**src/design/doeq_pkg.sv**
```systemverilog
// Package for the deadline-ordered event queue.
// Holds action codes, sequencer states, cell operations and fixed field widths.
// No dependencies.
package doeq_pkg;

   localparam int TAG_BITS   = 16;
   localparam int DELAY_BITS = 32;
   localparam int COUNT_BITS = 5;
   localparam int MULT_BITS  = 10;
   localparam int PROD_BITS  = DELAY_BITS + MULT_BITS;

   localparam logic [MULT_BITS-1:0] MS_TO_US = 10'd1000;

   localparam logic [1:0] ACT_ABS  = 2'd0;
   localparam logic [1:0] ACT_REL  = 2'd1;
   localparam logic [1:0] ACT_POLL = 2'd2;

   typedef enum logic [1:0] {
      ST_IDLE,
      ST_MUL,
      ST_SUM,
      ST_APPLY
   } seq_state_type;

   typedef enum logic [1:0] {
      OP_HOLD,
      OP_INSERT,
      OP_POP
   } cell_op_type;

   typedef struct packed {
      cell_op_type         op;
      logic [TAG_BITS-1:0] new_tag;
   } cell_ctl_type;

endpackage

```
**src/design/doeq_cell.sv**
```systemverilog
// One slot of the sorted event chain: a deadline and a job tag.
// Depends on doeq_pkg for the control struct and cell operations.
module doeq_cell #(
   parameter int TIME_BITS = 48
) (
   input  logic                          clock,
   input  doeq_pkg::cell_ctl_type        ctl,
   input  logic [TIME_BITS-1:0]          new_deadline,
   input  logic                          slot_valid,
   input  logic                          slot_tail,
   input  logic                          left_gt,
   input  logic [TIME_BITS-1:0]          left_deadline,
   input  logic [doeq_pkg::TAG_BITS-1:0] left_tag,
   input  logic [TIME_BITS-1:0]          right_deadline,
   input  logic [doeq_pkg::TAG_BITS-1:0] right_tag,
   output logic                          gt,
   output logic [TIME_BITS-1:0]          deadline,
   output logic [doeq_pkg::TAG_BITS-1:0] tag
);
   import doeq_pkg::*;

   logic [TIME_BITS-1:0] deadline_ff, deadline_in;
   logic [TAG_BITS-1:0]  tag_ff, tag_in;

   // queued entries later than the new deadline move one slot toward the tail
   assign gt = slot_valid && (deadline_ff > new_deadline);

   always_comb begin
      deadline_in = deadline_ff;
      tag_in      = tag_ff;
      unique case (ctl.op)
         OP_INSERT: begin
            if (gt || slot_tail) begin
               if (left_gt) begin
                  deadline_in = left_deadline;
                  tag_in      = left_tag;
               end else begin
                  deadline_in = new_deadline;
                  tag_in      = ctl.new_tag;
               end
            end
         end
         OP_POP: begin
            deadline_in = right_deadline;
            tag_in      = right_tag;
         end
         default: begin
         end
      endcase
   end

   always_ff @(posedge clock) begin
      deadline_ff <= deadline_in;
      tag_ff      <= tag_in;
   end

   assign deadline = deadline_ff;
   assign tag      = tag_ff;

endmodule

```
**src/design/deadline_ordered_event_queue.sv**
```systemverilog
// Top level of the deadline-ordered event queue: sequencer, count and result register.
// Depends on doeq_pkg and doeq_cell.
//
//  channel | direction | handshake            | payload
//  req_    | in        | req_valid/req_ready  | action, job_tag, deadline, delay_ms, now
//  rsp_    | out       | rsp_valid/rsp_ready  | fired, fired_tag, entry_count, dropped
//
// One transaction at a time: absolute adds and polls go from accept straight to the
// apply state; relative adds first pass a registered 32x10 multiply and a saturating add.
// The cell chain updates all slots at once; that update waits while an earlier
// result is not yet taken. Synchronous reset empties the queue (count to zero);
// slot contents are not cleared.
module deadline_ordered_event_queue #(
   parameter int QUEUE_DEPTH = 16,
   parameter int TIME_BITS   = 48
) (
   input  logic                            clock,
   input  logic                            reset,
   input  logic                            req_valid,
   output logic                            req_ready,
   input  logic [1:0]                      req_action,
   input  logic [doeq_pkg::TAG_BITS-1:0]   req_job_tag,
   input  logic [TIME_BITS-1:0]            req_deadline,
   input  logic [doeq_pkg::DELAY_BITS-1:0] req_delay_ms,
   input  logic [TIME_BITS-1:0]            req_now,
   output logic                            rsp_valid,
   input  logic                            rsp_ready,
   output logic                            rsp_fired,
   output logic [doeq_pkg::TAG_BITS-1:0]   rsp_fired_tag,
   output logic [doeq_pkg::COUNT_BITS-1:0] rsp_entry_count,
   output logic                            rsp_dropped
);
   import doeq_pkg::*;

   localparam int CNT_W = $clog2(QUEUE_DEPTH + 1);
   localparam int EXT_W = (CNT_W > COUNT_BITS) ? CNT_W : COUNT_BITS;
   localparam int SUM_W = ((TIME_BITS > PROD_BITS) ? TIME_BITS : PROD_BITS) + 1;

   seq_state_type state_ff, state_in;

   logic [1:0]            action_ff, action_in;
   logic [TAG_BITS-1:0]   tag_ff, tag_in;
   logic [TIME_BITS-1:0]  when_ff, when_in;
   logic [TIME_BITS-1:0]  now_ff, now_in;
   logic [DELAY_BITS-1:0] delay_ff, delay_in;
   logic [PROD_BITS-1:0]  prod_ff, prod_in;
   logic [CNT_W-1:0]      count_ff, count_in;

   logic                  rsp_valid_ff, rsp_valid_in;
   logic                  fired_ff, fired_in;
   logic [TAG_BITS-1:0]   fired_tag_ff, fired_tag_in;
   logic [CNT_W-1:0]      rsp_count_ff, rsp_count_in;
   logic                  dropped_ff, dropped_in;

   logic [SUM_W-1:0]      sum;
   logic [EXT_W-1:0]      count_ext;
   cell_ctl_type          ctl;

   logic [TIME_BITS-1:0]  cell_deadline [QUEUE_DEPTH];
   logic [TAG_BITS-1:0]   cell_tag      [QUEUE_DEPTH];
   logic                  cell_gt       [QUEUE_DEPTH];

   assign sum = SUM_W'(now_ff) + SUM_W'(prod_ff);

   always_comb begin
      state_in     = state_ff;
      action_in    = action_ff;
      tag_in       = tag_ff;
      when_in      = when_ff;
      now_in       = now_ff;
      delay_in     = delay_ff;
      prod_in      = prod_ff;
      count_in     = count_ff;
      rsp_valid_in = rsp_valid_ff && !rsp_ready;
      fired_in     = fired_ff;
      fired_tag_in = fired_tag_ff;
      rsp_count_in = rsp_count_ff;
      dropped_in   = dropped_ff;
      ctl.op       = OP_HOLD;
      ctl.new_tag  = tag_ff;
      req_ready    = 1'b0;

      unique case (state_ff)
         ST_IDLE: begin
            req_ready = 1'b1;
            if (req_valid) begin
               action_in = req_action;
               tag_in    = req_job_tag;
               when_in   = req_deadline;
               now_in    = req_now;
               delay_in  = req_delay_ms;
               state_in  = (req_action == ACT_REL) ? ST_MUL : ST_APPLY;
            end
         end
         ST_MUL: begin
            prod_in  = PROD_BITS'(delay_ff) * PROD_BITS'(MS_TO_US);
            state_in = ST_SUM;
         end
         ST_SUM: begin
            // saturate to the largest time value on overflow
            if (sum[SUM_W-1:TIME_BITS] != '0) begin
               when_in = '1;
            end else begin
               when_in = sum[TIME_BITS-1:0];
            end
            state_in = ST_APPLY;
         end
         ST_APPLY: begin
            if (!rsp_valid_ff || rsp_ready) begin
               fired_in     = 1'b0;
               fired_tag_in = '0;
               dropped_in   = 1'b0;
               case (action_ff) inside
                  ACT_ABS, ACT_REL: begin
                     if (count_ff < CNT_W'(QUEUE_DEPTH)) begin
                        ctl.op   = OP_INSERT;
                        count_in = count_ff + 1'b1;
                     end else begin
                        dropped_in = 1'b1;
                     end
                  end
                  ACT_POLL: begin
                     if (count_ff != '0 && now_ff > cell_deadline[0]) begin
                        ctl.op       = OP_POP;
                        fired_in     = 1'b1;
                        fired_tag_in = cell_tag[0];
                        count_in     = count_ff - 1'b1;
                     end
                  end
                  default: begin
                  end
               endcase
               rsp_count_in = count_in;
               rsp_valid_in = 1'b1;
               state_in     = ST_IDLE;
            end
         end
         default: begin
            state_in = ST_IDLE;
         end
      endcase
   end

   for (genvar i = 0; i < QUEUE_DEPTH; i++) begin : g_cell
      logic                 left_gt;
      logic [TIME_BITS-1:0] left_deadline, right_deadline;
      logic [TAG_BITS-1:0]  left_tag, right_tag;

      if (i == 0) begin : g_head
         assign left_gt       = 1'b0;
         assign left_deadline = when_ff;
         assign left_tag      = tag_ff;
      end else begin : g_link_left
         assign left_gt       = cell_gt[i-1];
         assign left_deadline = cell_deadline[i-1];
         assign left_tag      = cell_tag[i-1];
      end

      if (i == QUEUE_DEPTH - 1) begin : g_tail
         assign right_deadline = cell_deadline[i];
         assign right_tag      = cell_tag[i];
      end else begin : g_link_right
         assign right_deadline = cell_deadline[i+1];
         assign right_tag      = cell_tag[i+1];
      end

      doeq_cell #(
         .TIME_BITS(TIME_BITS)
      ) u_cell (
         .clock         (clock),
         .ctl           (ctl),
         .new_deadline  (when_ff),
         .slot_valid    (CNT_W'(i) < count_ff),
         .slot_tail     (CNT_W'(i) == count_ff),
         .left_gt       (left_gt),
         .left_deadline (left_deadline),
         .left_tag      (left_tag),
         .right_deadline(right_deadline),
         .right_tag     (right_tag),
         .gt            (cell_gt[i]),
         .deadline      (cell_deadline[i]),
         .tag           (cell_tag[i])
      );
   end

   always_ff @(posedge clock) begin
      if (reset) begin
         state_ff     <= ST_IDLE;
         count_ff     <= '0;
         rsp_valid_ff <= 1'b0;
      end else begin
         state_ff     <= state_in;
         count_ff     <= count_in;
         rsp_valid_ff <= rsp_valid_in;
      end
      action_ff    <= action_in;
      tag_ff       <= tag_in;
      when_ff      <= when_in;
      now_ff       <= now_in;
      delay_ff     <= delay_in;
      prod_ff      <= prod_in;
      fired_ff     <= fired_in;
      fired_tag_ff <= fired_tag_in;
      rsp_count_ff <= rsp_count_in;
      dropped_ff   <= dropped_in;
   end

   assign count_ext       = EXT_W'(rsp_count_ff);
   assign rsp_valid       = rsp_valid_ff;
   assign rsp_fired       = fired_ff;
   assign rsp_fired_tag   = fired_tag_ff;
   assign rsp_entry_count = count_ext[COUNT_BITS-1:0];
   assign rsp_dropped     = dropped_ff;

endmodule

```
**config.mk**
```make
export PLATFORM = sky130hd
export DESIGN_NAME = deadline_ordered_event_queue
export DESIGN_NICKNAME = d
export VERILOG_FILES = /design/src/design/doeq_pkg.sv /design/src/design/doeq_cell.sv /design/src/design/deadline_ordered_event_queue.sv
export SDC_FILE = /design/constraint.sdc
export NUM_CORES = 2
export LEC_CHECK = 0
export BUFFER_PORTS_ARGS = -buffer_cell sky130_fd_sc_hd__buf_2
export CAP_MARGIN = 10
export CORE_MARGIN = 1
export CORE_UTILIZATION = 29
export CTS_CLUSTER_DIAMETER = 60
export DETAILED_ROUTE_END_ITERATION = 12
export PLACE_DENSITY = 0.45
export SETUP_SLACK_MARGIN = 0.5
export SLEW_MARGIN = 15
export SYNTH_ARGS = -nofsm -noshare
export SYNTH_HDL_FRONTEND = slang
export SYNTH_SLANG_ARGS = --single-unit
```
**constraint.sdc**
```tcl
create_clock -name clock -period 17.4 [get_ports clock]
set_input_delay 1.74 -clock clock [delete_from_list [all_inputs] [get_ports clock]]
set_output_delay 1.74 -clock clock [all_outputs]
set_load 0.005 [all_outputs]
```
==> reports/qor.txt <==
OUTCOME
------------------------------------------------------------------------------------------------------
Outcome                                                                                      completed

PLACED DESIGN
------------------------------------------------------------------------------------------------------
HPWL after DPL                                                                               227000 um
Post-detailed-placement cell area                                                           87700 um^2
Worst setup slack after placement                                                              9760 ps
Number of buffer cells added on primary ports                                                      174
Final weighted congestion in routability-driven placement                                        0.930

CRITICAL PATH
------------------------------------------------------------------------------------------------------
Cell type of the slowest stage on the worst timing path                                          buf_4
Critical Path Fanout Max                                                                            34
Most repeated library cell on the critical path                                                  buf_4
Cell-by-cell listing of the critical path                                                 inv_1 -> ha_1 -> nand4_1 -> nor4b_2 -> nand3_1 -> or3_1 -> or4_1 -> o32ai_1 -> or3_4 -> buf_4 -> a22oi_1 -> o21ai_4 -> buf_4 -> buf_4
Worst setup SP type                                                                          flip-flop
Largest stage delay, worst path                                                                 730 ps
Start-to-end type of the worst setup path                                                   reg -> reg
Worst setup EP type                                                                          flip-flop
Data arrival time of the worst path                                                            8250 ps
Worst path required time                                                                      17850 ps

ROUTE
------------------------------------------------------------------------------------------------------
Drt first pass iters                                                                                 6
Detailed-route via count                                                                         64500
Vias per Instance                                                                                 5.51
Detailed-route wire length per cell                                                            27.6 um
Routed wire length                                                                           323000 um
DRC violation count after routing                                                                    0
Count of routing violations after the opening detailed-route iteration                            6541
Final antenna-violating net count                                                                    0

YOSYS
------------------------------------------------------------------------------------------------------
Prevailing post-synth register cell                                                           edfxtp_1
Number of instances in the synthesized netlist                                                    7810
Number of register bits inferred by synthesis                                                     1240
Yosys warning total                                                                                  0
Top cells by area, synth                                                                  edfxtp_1 (45%), ha_1 (14%), mux2i_1 (5.6%), nand2_1 (5.4%), o21ai_0 (3.8%)
Most frequent cell after synthesis                                                            edfxtp_1
Synth cell types                                                                                    78
Net count after synthesis                                                                         8981
Area share of the largest cell type after synthesis                                              44.8%
Fraction of the yosys area taken by sequential cells                                             45.0%
Fraction of registers with async set or reset after synthesis                                       0%
Post-synth EDFFs                                                                                  1232
Synth Area per Inst                                                                          10.6 um^2
Leading cell types by count after synthesis                                               edfxtp_1 (1232), nand2_1 (1195), ha_1 (902), o21ai_0 (626), mux2i_1 (459)
Top cell type by total area after synthesis                                                   edfxtp_1
Netlist Area Pre-Place                                                                      82500 um^2

GRT
------------------------------------------------------------------------------------------------------
Largest net degree at the start of global routing                                                  277
Overall Global Routing Usage                                                                     22.1%
Total grt overflow                                                                                   0
Via count of the first global-routing pass                                                       64000
First-pass GRT wire length                                                                   462000 um
Number of antenna violations at the first check in global routing                                   29

PWR
------------------------------------------------------------------------------------------------------
Pwr per Cell Area                                                                          175 nW/um^2
Leak Pwr                                                                                       34.1 nW
IR drop worst, VDD                                                                            0.222 mV
Total chip power                                                                               16.3 mW

CLOCK NETWORK
------------------------------------------------------------------------------------------------------
Hold_buf cts                                                                                         0
Clock transition at the register clock pins on the worst setup and hold paths after CTS          60 ps
Master cell of the clock root buffer                                                         clkbuf_16
Total number of H-tree levels                                                                        4
Max Buffers Root-to-Sink                                                                             3
Post-CTS Resized                                                                                     0
Number of clock buffers inserted by TritonCTS                                                      164
Number of clock sinks seen by CTS                                                                 1240
Count of buffers added by post-CTS timing repair for setup                                           0
TritonCTS clock tree                                                                               yes
Clock latency of the later-clocked register in the worst-skew pair                              870 ps

FINISH
------------------------------------------------------------------------------------------------------
Fin nets                                                                                          9002
Combined area of the multi-input logic cells                                                42600 um^2
Area delta synth->final                                                                          12.9%
Storage cell area                                                                           37200 um^2
Cell area after layout                                                                      93100 um^2
Fraction of layout instances using a drive strength above 1                                      9.38%
Layout filler cell count                                                                         28700

STA
------------------------------------------------------------------------------------------------------
Max Slew Vio Count                                                                                   0
Minimum clock period after layout                                                              7810 ps
Post-Route Skew                                                                                66.1 ps
Final hold violation count                                                                           0
Unrepaired setup endpoints after global routing                                                  false
Final worst-path cycle share                                                                     44.9%
Max transition margin                                                                            7.71%
Setup slack of the critical path after layout                                                  9590 ps
Number of endpoints failing setup at the final stage                                                 0
Post-Route Setup TNS                                                                              0 ps
Highest Clock Rate                                                                             128 MHz
Worst-margin pin slew                                                                          1380 ps

DIE
------------------------------------------------------------------------------------------------------
Core area                                                                                  283000 um^2
Overall die height                                                                              535 um
Starting density of the core                                                                     29.2%
Row count                                                                                          195
Ports placed on the boundary                                                                       175
DIE AREA                                                                                   287000 um^2
X dimension of the die                                                                          535 um

JOB
------------------------------------------------------------------------------------------------------
Max_cap viols                                                                                        0

HOLD PATH
------------------------------------------------------------------------------------------------------
Class of the worst hold path                                                                reg -> reg

## power breakdown
| part | internal [mW] | switching (mW) | total (mW) |
|---|---|---|---|
| Combinational | 3.31 | 5.22 | 8.52 |
| Sequential | 4.05 | 0.280 | 4.33 |
| Clock | 1.97 | 1.48 | 3.45 |
## registers in the layout (all words and copies together), names as in the netlist, 2 cells and up
name / flops
state_ff: 2
rsp_entry_count: 5
g_cell.u_cell.tag: 256
rsp_fired_tag: 16
g_cell.u_cell.deadline: 768
now_ff: 48
g_cell.left_tag: 16
action_ff: 2
count_ff: 5
g_cell.left_deadline: 48
prod_ff: 39
delay_ff: 32
## final timing paths
path                                       start                             end  slack (ps)  cells after the start
hold reg to reg   g_cell[15].u_cell.deadline[45]  g_cell[14].u_cell.deadline[45]         520                      2
setup / recovery     g_cell[0].left_deadline[42]   g_cell[9].u_cell.deadline[18]        9590                     14
setup reg to reg     g_cell[0].left_deadline[42]   g_cell[9].u_cell.deadline[18]        9590                     14
hold / removal    g_cell[15].u_cell.deadline[45]  g_cell[14].u_cell.deadline[45]         520                      2
## per-layer routing
| metal | vias up | wire length (um) | global-route usage [%] |
|---|---|---|---|
| met1 | 32400 | 145000 | 30.6 |
| met5 | - | 116 | 0 |
| met3 | 446 | 21400 | 3.37 |
| met4 | 16 | 9780 | 6.80 |
| met2 | 2342 | 147000 | 35.2 |
| li1 | 29400 | - | - |
## layout by cell type (no fill, tap or decap), types with 165 or more instances in the layout
master | netlist | routed
a21o_1 | 280 | 278
a21oi_1 | 292 | 285
buf_2 | 91 | 174
clkbuf_16 | 0 | 165
edfxtp_1 | 1232 | 1232
ha_1 | 902 | 900
inv_1 | 315 | 315
mux2i_1 | 459 | 459
nand2_1 | 1195 | 1194
nand3_1 | 439 | 439
nand4_1 | 231 | 231
nor2_1 | 171 | 169
o211ai_1 | 383 | 383
o21ai_0 | 626 | 610
## layout make-up
cell class | count | area share (%)
Clock inverter | 99 | 1.19
Antenna cell | 7 | 0.0188
Timing Repair Buffer | 321 | 2.25
Inverter | 316 | 1.27
Tap cell | 3743 | 5.03
Clock buffer | 196 | 4.56
Sequential cell | 1240 | 39.9
Multi-Input combinational cell | 5788 | 45.8
## through the flow
step	cells	hold WS (ps)	util [%]
final	11700	524	33.0
after global routing	11700	544	33.0
after CTS	11700	524	33.0
after detailed placement	11400	510	31.1
after global placement	11400	502	31.0
after floorplan	7810	465	-
## critical path: cells and delay by family, from the launching register on
family | cells | cell delay (ps)
flops | 1 | 610
simple gates | 6 | 2980
buf+inv | 4 | 2430
fa+ha+maj | 1 | 480
compound gates | 3 | 750
## logic make-up (layout without fill, tap and decap cells)
kind of cell	after synthesis	count (layout)	synth area share, %
AOI/OAI and AO/OA	1907	1907	15.1
other	0	7	0
muxes	523	523	6.44
DFF	1240	1240	45.0
xor gates and xnor gates	68	68	0.722
and+or+nand+nor	2269	2269	12.4
buffers and inverters	782	932	3.76
adders and majority gates	1021	1021	16.6
No activity file was read; power rests on OpenSTA's default activity.
